File: src/rtl/tce_pkg.sv
// ----------------------------------------------------------------------------
// tce_pkg
// Shared types, opcodes and constants of the tiny cpu execute unit.
// ----------------------------------------------------------------------------
package tce_pkg;

  // storage sizes and field widths
  localparam int unsigned RegCount = 16;
  localparam int unsigned MemDepth = 256;
  localparam int unsigned DataW    = 32;
  localparam int unsigned PcW      = 16;
  localparam int unsigned RegIdxW  = 4;
  localparam int unsigned MemAddrW = 8;
  localparam int unsigned CostW    = 5;
  localparam int unsigned OpndW    = 16;

  // opcodes; codes past move are not implemented
  typedef enum logic [3:0] {
    OP_LOAD = 4'd0,
    OP_STORE = 4'd1,
    OP_STI = 4'd2,
    OP_IMM = 4'd3,
    OP_ADD = 4'd4,
    OP_SUB = 4'd5,
    OP_JZ = 4'd6,
    OP_MUL = 4'd7,
    OP_MOVE = 4'd8
  } tce_op_e;

  // input transaction
  typedef struct packed {
    logic [3:0]         kind;
    logic [3:0]         first_reg;
    logic signed [15:0] operand;
  } tce_in_t;

  // result transaction
  typedef struct packed {
    logic [15:0]        next_pc;
    logic [4:0]         cycle_cost;
    logic               invalid_op;
    logic               reg_written;
    logic [3:0]         write_reg_index;
    logic signed [31:0] write_reg_value;
    logic               mem_written;
    logic [7:0]         write_mem_address;
    logic signed [31:0] write_mem_value;
  } tce_out_t;

  // register file write request
  typedef struct packed {
    logic               en;
    logic [RegIdxW-1:0] idx;
    logic [DataW-1:0]   data;
  } tce_reg_wr_t;

  // data memory write request
  typedef struct packed {
    logic                en;
    logic [MemAddrW-1:0] addr;
    logic [DataW-1:0]    data;
  } tce_mem_wr_t;

  // register index folded into the register file
  function automatic logic [RegIdxW-1:0] reg_idx(input logic [3:0] v);
    return RegIdxW'(v % RegCount);
  endfunction

  // memory address folded into the data memory
  function automatic logic [MemAddrW-1:0] mem_idx(input logic [7:0] v);
    return MemAddrW'(v % MemDepth);
  endfunction

  // fixed cycle cost of each operation
  function automatic logic [CostW-1:0] op_cost(input tce_op_e op);
    logic [CostW-1:0] c;
    unique case (op)
      OP_LOAD:  c = 5'd8;
      OP_STORE: c = 5'd8;
      OP_STI:   c = 5'd12;
      OP_IMM:   c = 5'd6;
      OP_ADD:   c = 5'd4;
      OP_SUB:   c = 5'd4;
      OP_JZ:    c = 5'd12;
      OP_MUL:   c = 5'd30;
      OP_MOVE:  c = 5'd2;
      default:  c = '0;
    endcase
    return c;
  endfunction

endpackage

File: src/rtl/tce_alu.sv
// ----------------------------------------------------------------------------
// tce_alu
// Executes one instruction on its operand values and builds the result,
// including the next program counter and the write requests.
// ----------------------------------------------------------------------------
module tce_alu import tce_pkg::*; (
  input  tce_in_t          item_i,
  input  logic [PcW-1:0]   pc_i,
  input  logic [DataW-1:0] ra_i,
  input  logic [DataW-1:0] rb_i,
  input  logic [DataW-1:0] mem_i,
  output tce_out_t         res_o
);

  tce_op_e             op;
  logic [PcW-1:0]      pc1;
  logic                rw, mw, bad;
  logic [DataW-1:0]    rval, mval;
  logic [MemAddrW-1:0] maddr;

  assign op = tce_op_e'(item_i.kind);

  // operation decode and datapath
  always_comb begin
    pc1   = pc_i + PcW'(1);
    rw    = 1'b0;
    mw    = 1'b0;
    bad   = 1'b0;
    rval  = '0;
    mval  = '0;
    maddr = '0;
    unique case (op)
      OP_LOAD: begin
        rw   = 1'b1;
        rval = mem_i;
      end
      OP_STORE: begin
        mw    = 1'b1;
        maddr = mem_idx(item_i.operand[7:0]);
        mval  = ra_i;
      end
      OP_STI: begin
        mw    = 1'b1;
        maddr = mem_idx(ra_i[7:0]);
        mval  = rb_i;
      end
      OP_IMM: begin
        rw   = 1'b1;
        rval = {{(DataW-OpndW){item_i.operand[OpndW-1]}}, item_i.operand};
      end
      OP_ADD: begin
        rw   = 1'b1;
        rval = ra_i + rb_i;
      end
      OP_SUB: begin
        rw   = 1'b1;
        rval = ra_i - rb_i;
      end
      OP_JZ: begin
        if (ra_i == '0) begin
          pc1 = pc1 + $unsigned(item_i.operand);
        end
      end
      OP_MUL: begin
        rw   = 1'b1;
        rval = ra_i * rb_i;
      end
      OP_MOVE: begin
        rw   = 1'b1;
        rval = rb_i;
      end
      default: begin
        bad = 1'b1;
        pc1 = pc_i;
      end
    endcase
  end

  // result transaction, unused write fields held at zero
  always_comb begin
    res_o                   = '0;
    res_o.next_pc           = pc1;
    res_o.cycle_cost        = op_cost(op);
    res_o.invalid_op        = bad;
    res_o.reg_written       = rw;
    res_o.write_reg_index   = rw ? reg_idx(item_i.first_reg) : '0;
    res_o.write_reg_value   = $signed(rval);
    res_o.mem_written       = mw;
    res_o.write_mem_address = maddr;
    res_o.write_mem_value   = $signed(mval);
  end

endmodule

File: config.mk
export PLATFORM = sky130hd
export DESIGN_NAME = tce_alu
export DESIGN_NICKNAME = d
export VERILOG_FILES = /design/src/rtl/tce_pkg.sv /design/src/rtl/tce_alu.sv
export SDC_FILE = /design/constraint.sdc
export NUM_CORES = 1
export LEC_CHECK = 0
export BUFFER_PORTS_ARGS = -buffer_cell sky130_fd_sc_hd__clkbuf_2
export CORE_AREA = 5 5 181 183
export DETAILED_ROUTE_END_ITERATION = 10
export DIE_AREA = 0 0 186 188
export PLACE_DENSITY = 0.9
export SETUP_SLACK_MARGIN = 0.05
export SLEW_MARGIN = 0
export SYNTH_ARGS = -nofsm -noshare
export SYNTH_HDL_FRONTEND = slang
export SYNTH_SLANG_ARGS = --single-unit
File: constraint.sdc
create_clock -name vclk -period 21.9
set_input_delay 4.38 -clock vclk [all_inputs]
set_output_delay 4.38 -clock vclk [all_outputs]
set_load 0.01 [all_outputs]
==> results.cfg <==
[logic_synthesis]
synth_area_sq_um = 20600
yosys.area_share.simple_pct = 19.6
avgSynthCellArea_sq_um = 8.34
netlist-cell-type-count = 67
synthTopCellsByArea = fa_1 (40%), ha_1 (10%), and2_1 (9.5%)
synth_cells = 2468
yosysSeqAreaShare_pct = 0
yosysTopAreaCell = fa_1
synth_top_family_by_area = adder cells
synth_adder_area_share_pct = 50.3
synth_xor_area_share_pct = 6.85
syn-num-nets = 3186
synthDominantCellAreaShare_pct = 39.9
yosysWarnings = 0
synth_compound_area_share_pct = 12.3
synthMuxAreaShare_pct = 0.389

[drt]
wl_um = 67800
drt_pass1_iterations = 6
ant_nets = 0
vias = 18900
first_iter_violations = 1967
via_per_inst = 6.35
post_drt_wl_per_cell_um = 22.8
drc_errors = 0

[timing]
tns_ns = 0
fin_crit_ns = 16.57
holdWs_ns = 9.05
fin_ws_ns = 5.33
setup_viol = 0
fmax_ghz = 0.0603
fin_crit_sh_pct = 75.7
slew_violations = 0
worst-slew-pin-transition_ns = 1.06
rsz0062_at_grt = false
hold_viol = 0
max_slew_margin_pct = 28.9

[global_routing]
grt_pass1_wl_um = 108000
grt_util_met1_pct = 49.4
grt_pass1_vias = 20400
busiest_layer = met2
met3_usage_pct = 10.8
overflow = 0
grt.total_usage_pct = 39.4
grt_antenna_before_repair = 2
use_met2_pct = 62.1
grt_max_degree = 41

[die]
initial_utilization_pct = 66.3
die_y_um = 188
die-area_sq_um = 35000
ios = 236
core_sq_um = 31100
rows = 65
die_w_um = 186

[outcome]
outcome = complete, no violations

[setup_path]
cpMostUsedCell = fa_1
startpoint_type = primary input
cp-startpoint = rb_i[6]
crit_type = in2out
cp_slowest_stage_delay_ns = 0.69
endpoint_kind = output port
crit_arrival_ns = 12.19
worst_path_max_delay_cell = o21ai_0
critPathMaxFanout = 32
cp_data_required_time_ns = 17.52

[layout]
final_common_cell = inv_1
syn_to_final_growth_pct = 6.19
design.seq.count = 0
regArea_sq_um = 0
final_nets = 3289
drive_gt1_share_pct = 10.8
clockBufferCount = 0
n_fill_cell = 2347
final_cell_mix = inv_1 (412), fa_1 (410), and2_1 (313)
final_cell_area_sq_um = 21900

[place]
hpwl_um = 51800
placement.io_buffers = 235
dp_slack_ns = 5.48
gp_congestion = 1.04
place_area_sq_um = 21900

[job]
drv_cap = 0

[clock_tree]
postCtsSetupBuffers = 0
ctsHoldBuffers = 0
cts-resized-gates = 0

[min_path]
hp-class = in2out
worstHoldStart = item_i[17]
synthesized netlist by cell type, types with 4 or more instances:
| cell type | number |
|---|---|
| a211o_1 | 6 |
| a211oi_1 | 11 |
| a21o_1 | 32 |
| a21oi_1 | 68 |
| a221o_1 | 4 |
| a221oi_1 | 14 |
| a222oi_1 | 11 |
| a22o_1 | 40 |
| a22oi_1 | 15 |
| a31o_2 | 6 |
| a31oi_1 | 4 |
| a41oi_1 | 4 |
| and2_1 | 313 |
| and3_1 | 11 |
| buf_1 | 4 |
| buf_4 | 4 |
| clkbuf_1 | 147 |
| fa_1 | 410 |
| ha_1 | 172 |
| inv_1 | 412 |
| mux2i_1 | 8 |
| nand2_1 | 289 |
| nand2b_1 | 22 |
| nand3_1 | 23 |
| nand4_1 | 6 |
| nor2_1 | 49 |
| nor2b_1 | 15 |
| nor3_1 | 24 |
| nor4_1 | 11 |
| o211ai_1 | 10 |
| o21a_1 | 4 |
| o21ai_0 | 73 |
| o21bai_1 | 11 |
| o221ai_1 | 16 |
| o31ai_1 | 11 |
| or2_2 | 4 |
| or3_1 | 7 |
| xnor2_1 | 100 |
| xor2_1 | 61 |
cell families (layout without fill, tap and decap cells):
kind of cell,count (synthesis),count (layout)
other,1,3
adders and majority gates,582,582
muxes,8,8
buffers and inverters,571,672
and+or+nand+nor,785,785
AOI/OAI and AO/OA,360,360
xor gates and xnor gates,161,161
layout make-up:
type	instances	area [sq um]	area share [%]
inverters	413	1550	7.09
multi-input cells	1897	18400	84.4
well taps	402	503	2.30
repair buffers	259	1360	6.20
diodes	2	5.00	0.0229
layer usage:
| layer | routed length [um] | up-vias |
|---|---|---|
| li1 | - | 7974 |
| met2 | 30700 | 1379 |
| met3 | 8580 | 381 |
| met1 | 23700 | 9138 |
| met5 | 0 | - |
| met4 | 4880 | 0 |
stage by stage:
stage	utilization [%]	instances
6_report	70.4	2973
5_1_grt	70.4	2972
4_1_cts	70.4	2971
3_5_place_dp	70.4	2971
3_3_place_gp	70.4	2971
2_1_floorplan	-	2468
critical path: cells and delay by family:
| family | cells | cell delay, ns |
|---|---|---|
| buffers and inverters | 6 | 0.98 |
| AND/OR/NAND/NOR | 2 | 0.34 |
| AO/OA/AOI/OAI | 8 | 2.04 |
| XOR/XNOR | 1 | 0.11 |
| adder cells (fa/ha/maj) | 9 | 4.30 |
final timing paths:
kind              cells past startpoint   endpoint  slack, ns
setup / recovery                     26  res_o[72]       5.33
hold / removal                        3  res_o[74]       9.05
