[src/rtl/tce_pkg.sv]
// ----------------------------------------------------------------------------
// tce_pkg
// Shared types, opcodes and constants of the tiny cpu execute unit.
// ----------------------------------------------------------------------------
package tce_pkg;

  // storage sizes and field widths
  localparam int unsigned RegCount = 16;
  localparam int unsigned MemDepth = 256;
  localparam int unsigned DataW    = 32;
  localparam int unsigned PcW      = 16;
  localparam int unsigned RegIdxW  = 4;
  localparam int unsigned MemAddrW = 8;
  localparam int unsigned CostW    = 5;
  localparam int unsigned OpndW    = 16;

  // opcodes; codes past move are not implemented
  typedef enum logic [3:0] {
    OP_LOAD = 4'd0,
    OP_STORE = 4'd1,
    OP_STI = 4'd2,
    OP_IMM = 4'd3,
    OP_ADD = 4'd4,
    OP_SUB = 4'd5,
    OP_JZ = 4'd6,
    OP_MUL = 4'd7,
    OP_MOVE = 4'd8
  } tce_op_e;

  // input transaction
  typedef struct packed {
    logic [3:0]         kind;
    logic [3:0]         first_reg;
    logic signed [15:0] operand;
  } tce_in_t;

  // result transaction
  typedef struct packed {
    logic [15:0]        next_pc;
    logic [4:0]         cycle_cost;
    logic               invalid_op;
    logic               reg_written;
    logic [3:0]         write_reg_index;
    logic signed [31:0] write_reg_value;
    logic               mem_written;
    logic [7:0]         write_mem_address;
    logic signed [31:0] write_mem_value;
  } tce_out_t;

  // register file write request
  typedef struct packed {
    logic               en;
    logic [RegIdxW-1:0] idx;
    logic [DataW-1:0]   data;
  } tce_reg_wr_t;

  // data memory write request
  typedef struct packed {
    logic                en;
    logic [MemAddrW-1:0] addr;
    logic [DataW-1:0]    data;
  } tce_mem_wr_t;

  // register index folded into the register file
  function automatic logic [RegIdxW-1:0] reg_idx(input logic [3:0] v);
    return RegIdxW'(v % RegCount);
  endfunction

  // memory address folded into the data memory
  function automatic logic [MemAddrW-1:0] mem_idx(input logic [7:0] v);
    return MemAddrW'(v % MemDepth);
  endfunction

  // fixed cycle cost of each operation
  function automatic logic [CostW-1:0] op_cost(input tce_op_e op);
    logic [CostW-1:0] c;
    unique case (op)
      OP_LOAD:  c = 5'd8;
      OP_STORE: c = 5'd8;
      OP_STI:   c = 5'd12;
      OP_IMM:   c = 5'd6;
      OP_ADD:   c = 5'd4;
      OP_SUB:   c = 5'd4;
      OP_JZ:    c = 5'd12;
      OP_MUL:   c = 5'd30;
      OP_MOVE:  c = 5'd2;
      default:  c = '0;
    endcase
    return c;
  endfunction

endpackage

[src/rtl/tce_ram.sv]
// ----------------------------------------------------------------------------
// tce_ram
// Generic single-write, single-read RAM with registered read data.
// ----------------------------------------------------------------------------
module tce_ram #(
  parameter int unsigned WIDTH = 32,
  parameter int unsigned DEPTH = 16
) (
  input  logic                     clk_i,
  input  logic                     we_i,
  input  logic [$clog2(DEPTH)-1:0] waddr_i,
  input  logic [WIDTH-1:0]         wdata_i,
  input  logic                     re_i,
  input  logic [$clog2(DEPTH)-1:0] raddr_i,
  output logic [WIDTH-1:0]         rdata_o
);

  logic [WIDTH-1:0] mem_q [DEPTH];

  // write port
  always_ff @(posedge clk_i) begin
    if (we_i) begin
      mem_q[waddr_i] <= wdata_i;
    end
  end

  // registered read port
  always_ff @(posedge clk_i) begin
    if (re_i) begin
      rdata_o <= mem_q[raddr_i];
    end
  end

endmodule

[src/rtl/tce_regfile.sv]
// ----------------------------------------------------------------------------
// tce_regfile
// Register file with two read ports, reset valid bits and forwarding of the
// most recent write over the registered read data.
// ----------------------------------------------------------------------------
module tce_regfile import tce_pkg::*; (
  input  logic               clk_i,
  input  logic               rst_ni,
  input  logic               rd_en_i,
  input  logic [RegIdxW-1:0] rd_a_addr_i,
  input  logic [RegIdxW-1:0] rd_b_addr_i,
  input  tce_reg_wr_t        wr_i,
  output logic [DataW-1:0]   rd_a_data_o,
  output logic [DataW-1:0]   rd_b_data_o
);

  logic [RegCount-1:0] vld_q;
  logic                vld_a_q, vld_b_q;
  logic [RegIdxW-1:0]  addr_a_q, addr_b_q;
  tce_reg_wr_t         last_q;
  logic [DataW-1:0]    ram_a, ram_b;

  // two copies written alike give two read ports
  tce_ram #(.WIDTH(DataW), .DEPTH(RegCount)) u_ram_a (
    .clk_i  (clk_i),
    .we_i   (wr_i.en),
    .waddr_i(wr_i.idx),
    .wdata_i(wr_i.data),
    .re_i   (rd_en_i),
    .raddr_i(rd_a_addr_i),
    .rdata_o(ram_a)
  );

  tce_ram #(.WIDTH(DataW), .DEPTH(RegCount)) u_ram_b (
    .clk_i  (clk_i),
    .we_i   (wr_i.en),
    .waddr_i(wr_i.idx),
    .wdata_i(wr_i.data),
    .re_i   (rd_en_i),
    .raddr_i(rd_b_addr_i),
    .rdata_o(ram_b)
  );

  // written-since-reset flags
  always_ff @(posedge clk_i or negedge rst_ni) begin
    if (!rst_ni) begin
      vld_q <= '0;
    end else if (wr_i.en) begin
      vld_q[wr_i.idx] <= 1'b1;
    end
  end

  // read address and flag captured with the read
  always_ff @(posedge clk_i or negedge rst_ni) begin
    if (!rst_ni) begin
      vld_a_q  <= 1'b0;
      vld_b_q  <= 1'b0;
      addr_a_q <= '0;
      addr_b_q <= '0;
    end else if (rd_en_i) begin
      vld_a_q  <= vld_q[rd_a_addr_i];
      vld_b_q  <= vld_q[rd_b_addr_i];
      addr_a_q <= rd_a_addr_i;
      addr_b_q <= rd_b_addr_i;
    end
  end

  // latest write, for a read that raced it
  always_ff @(posedge clk_i or negedge rst_ni) begin
    if (!rst_ni) begin
      last_q <= '0;
    end else if (wr_i.en) begin
      last_q <= wr_i;
    end
  end

  // forwarded or stored value, zero if never written
  always_comb begin
    if (last_q.en && (last_q.idx == addr_a_q)) begin
      rd_a_data_o = last_q.data;
    end else if (vld_a_q) begin
      rd_a_data_o = ram_a;
    end else begin
      rd_a_data_o = '0;
    end
    if (last_q.en && (last_q.idx == addr_b_q)) begin
      rd_b_data_o = last_q.data;
    end else if (vld_b_q) begin
      rd_b_data_o = ram_b;
    end else begin
      rd_b_data_o = '0;
    end
  end

endmodule

[config.mk]
export PLATFORM = sky130hd
export DESIGN_NAME = tce_regfile
export DESIGN_NICKNAME = d
export VERILOG_FILES = /design/src/rtl/tce_pkg.sv /design/src/rtl/tce_ram.sv /design/src/rtl/tce_regfile.sv
export SDC_FILE = /design/constraint.sdc
export NUM_CORES = 1
export LEC_CHECK = 0
export BUFFER_PORTS_ARGS = -buffer_cell sky130_fd_sc_hd__buf_2
export CAP_MARGIN = 15
export CORE_MARGIN = 8
export CORE_UTILIZATION = 65
export DETAILED_ROUTE_END_ITERATION = 16
export MAX_ROUTING_LAYER = met4
export PLACE_DENSITY = 0.83
export SYNTH_ARGS = -nofsm -noshare
export SYNTH_HDL_FRONTEND = slang
export SYNTH_SLANG_ARGS = --single-unit
[constraint.sdc]
create_clock -name clk_i -period 4.86 [get_ports clk_i]
set_clock_uncertainty 0.2 [all_clocks]
set_input_delay 0.972 -clock clk_i [delete_from_list [all_inputs] [get_ports clk_i]]
set_output_delay 0.972 -clock clk_i [all_outputs]
set_load 0.02 [all_outputs]
==> results.yml <==
layout:
  final_common_cell: "edfxtp_1"
  nNetsFinal: 1527
  utilization_pct: 73.0
  area_growth_pct: 11.7
  most-common-layout-cells: "edfxtp_1, mux4_2, buf_2"
  drive_above_1_share_pct: 40.7
  fill_cells: 2356
  n_antenna_cell: 0
  fin_area_um2: 32000
timing:
  period_minus_slack_ps: 3950
  slew_viol_final: 0
  final.setup.tns_ps: 0
  fin_ws_ps: 906
  whs_ps: 298
  timing.fmax_ghz: 0.253
  slew_headroom_pct: 22.6
  worst_pin_slew_ps: 1160
  hold_viol: 0
  rsz0062_at_grt: "false"
  fin_crit_sh_pct: 81.4
  finalSetupViolCount: 0
logic_synthesis:
  synth_top_area_cell: "edfxtp_1"
  yosys-top-cells-area: "edfxtp_1, mux4_2, dfrtp_1, mux2i_1, nand2_1"
  ys_warn_count: 0
  synth_cells: 1363
  ys_ff_latch: 639
  netlist-cell-type-count: 25
  synth-seq-area-share_pct: 65.9
  yosysTopAreaCellShare_pct: 60.4
  synth_area_per_cell_um2: 21.0
  syn_area_um2: 28600
  synth_nets: 1411
worst_setup_path:
  r2r_slack_ps: 2890
  crit_required_ps: 3690
  crit_fanout: 32
  cpMaxStageDelayCell: "buf_4"
  startpoint_type: "register"
  end_kind: "primary output"
  worstPathCellList: "xor2_1, nor4_4, buf_4, mux2i_1, buf_2"
  cp.arrival_ps: 2780
  slowest_delay_ps: 650
  criticalPathCategory: "register to primary output"
  rr_worst_depth: 4
floorplanning:
  core_area_um2: 43800
  fp-row-count: 77
  die_area_um2: 51000
  start_util_pct: 65.3
  ios: 112
  dieWidth_um: 226
  die_h_um: 226
cts:
  cts_buffers: 61
  cts_hold_buf: 0
  post_cts_resized: 0
  cts_setup_buffers: 0
  htree_levels: 2
  cts.clk_slew.worst_paths_ps: 60
  cts_tree: "built"
  insertion_delay_ps: 630
  clk_path_buf_depth: 3
  root_buffer: "clkbuf_16"
  clock_sinks: 639
drt:
  wl_um: 75600
  first_iter_violations: 1937
  antenna_left: 0
  wl_per_cell_um: 35.6
  firstDrtPassIters: 5
  vias_per_cell: 7.39
  vias: 15700
  drc: 0
global_routing:
  antenna_found_initial: 0
  grt-ovfl-total: 0
  grt_max_degree: 70
  track_usage_pct: 31.3
  grt_pass1_wl_um: 111000
  grt_pass1_vias: 16600
hold_path:
  holdCritPathClass: "register to register"
  holdPathStages: 1
placement:
  io_buffers: 111
  routabilityCongestion: 0.788
  dp_hpwl_um: 39300
  placed_cell_area_um2: 30000
  dp_slack_ps: 1380
power:
  p_leak_nw: 10.6
  power.density_nw_per_um2: 393
  vdd_ir_drop_max_mv: 0.339
run:
  cap_viol_max_count: 0
run_status:
  outcome: "completed"
## final timing paths
| check | start | end |
|---|---|---|
| min | vld_q[7] | vld_q[7] |
| max in group asynchronous | rst_ni | vld_b_q |
| min in group asynchronous | rst_ni | last_q[25] |
| min reg2reg | vld_q[7] | vld_q[7] |
| max reg2reg | vld_q[8] | vld_b_q |
| max | last_q[35] | rd_b_data_o[11] |
## synthesized netlist by cell type
| master | count |
|---|---|
| o21ai_0 | 32 |
| nor3b_1 | 1 |
| buf_6 | 18 |
| or3b_2 | 1 |
| nor4_2 | 2 |
| buf_2 | 28 |
| nor2_1 | 13 |
| nand2_1 | 99 |
| buf_1 | 16 |
| mux2i_1 | 68 |
| dfrtp_1 | 63 |
| edfxtp_1 | 576 |
| mux2_2 | 14 |
| xnor2_1 | 2 |
| a311oi_1 | 1 |
| nand2b_1 | 2 |
| nand3_1 | 1 |
| nand3b_1 | 2 |
| mux4_2 | 328 |
| buf_8 | 1 |
| inv_1 | 32 |
| xor2_1 | 6 |
| clkbuf_1 | 36 |
| nor3_1 | 4 |
| or2_2 | 17 |
## cell families after synthesis
family                 count (synthesis)  share of synthesized area, %
buffers and inverters                131                          2.35
AO/OA/AOI/OAI                         33                         0.590
XOR/XNOR                               8                         0.245
multiplexers                         410                          28.7
AND/OR/NAND/NOR                      142                          2.17
flip-flops                           639                          65.9
## metal layers
| metal | part of all wire [%] | GRT usage [%] | wire [um] | up-vias |
|---|---|---|---|---|
| li1 | - | - | - | 5985 |
| met1 | 33 | 37.8 | 25200 | 8287 |
| met2 | 53 | 52.4 | 39800 | 1151 |
| met3 | 9.6 | 5.67 | 7230 | 266 |
| met4 | 4.4 | 12.9 | 3340 | 0 |
| met5 | 0 | - | 0 | - |
## worst max-delay path, delay by kind of cell, from the launching register on
family	cells	cell delay, ps
flops	1	440
mux	1	320
buf+inv	2	860
xor+xnor	1	200
simple gates	1	280
## report_power, final
| part | internal, mW | switching (mW) | total (mW) |
|---|---|---|---|
| Clock | 2.68 | 2.05 | 4.73 |
| Sequential | 6.21 | 0.190 | 6.40 |
| Combinational | 0.610 | 0.815 | 1.42 |
| Total | 9.50 | 3.06 | 12.6 |
## flip-flops by register name, indices dropped and copies added, names as in the netlist
| name | count |
|---|---|
| vld_b_q | 1 |
| addr_b_q | 4 |
| u_ram_a.mem_q | 32 |
| vld_a_q | 1 |
| last_q | 37 |
| u_ram_b.rdata_o | 32 |
| u_ram_a.rdata_o | 32 |
| u_ram_b.mem_q | 480 |
| addr_a_q | 4 |
| vld_q | 16 |
## final cells by class
class / count / area, um2 / share of cell area (%)
Clock inverter: 23 / 198 / 0.618
Inverter: 32 / 120 / 0.376
Multi-Input combinational cell: 593 / 9210 / 28.8
Sequential cell: 639 / 18900 / 59.0
Timing Repair Buffer: 152 / 1060 / 3.31
Clock buffer: 93 / 1780 / 5.56
Tap cell: 592 / 741 / 2.32
## per-stage QoR
stage                     total power [mW]  std cells
after CTS                             12.6       2124
after global routing                  12.9       2124
after detailed placement              7.91       2008
after floorplan                       7.36       1363
after global placement                7.85       2008
final                                 12.6       2124
No activity file was read; power rests on OpenSTA's default activity.
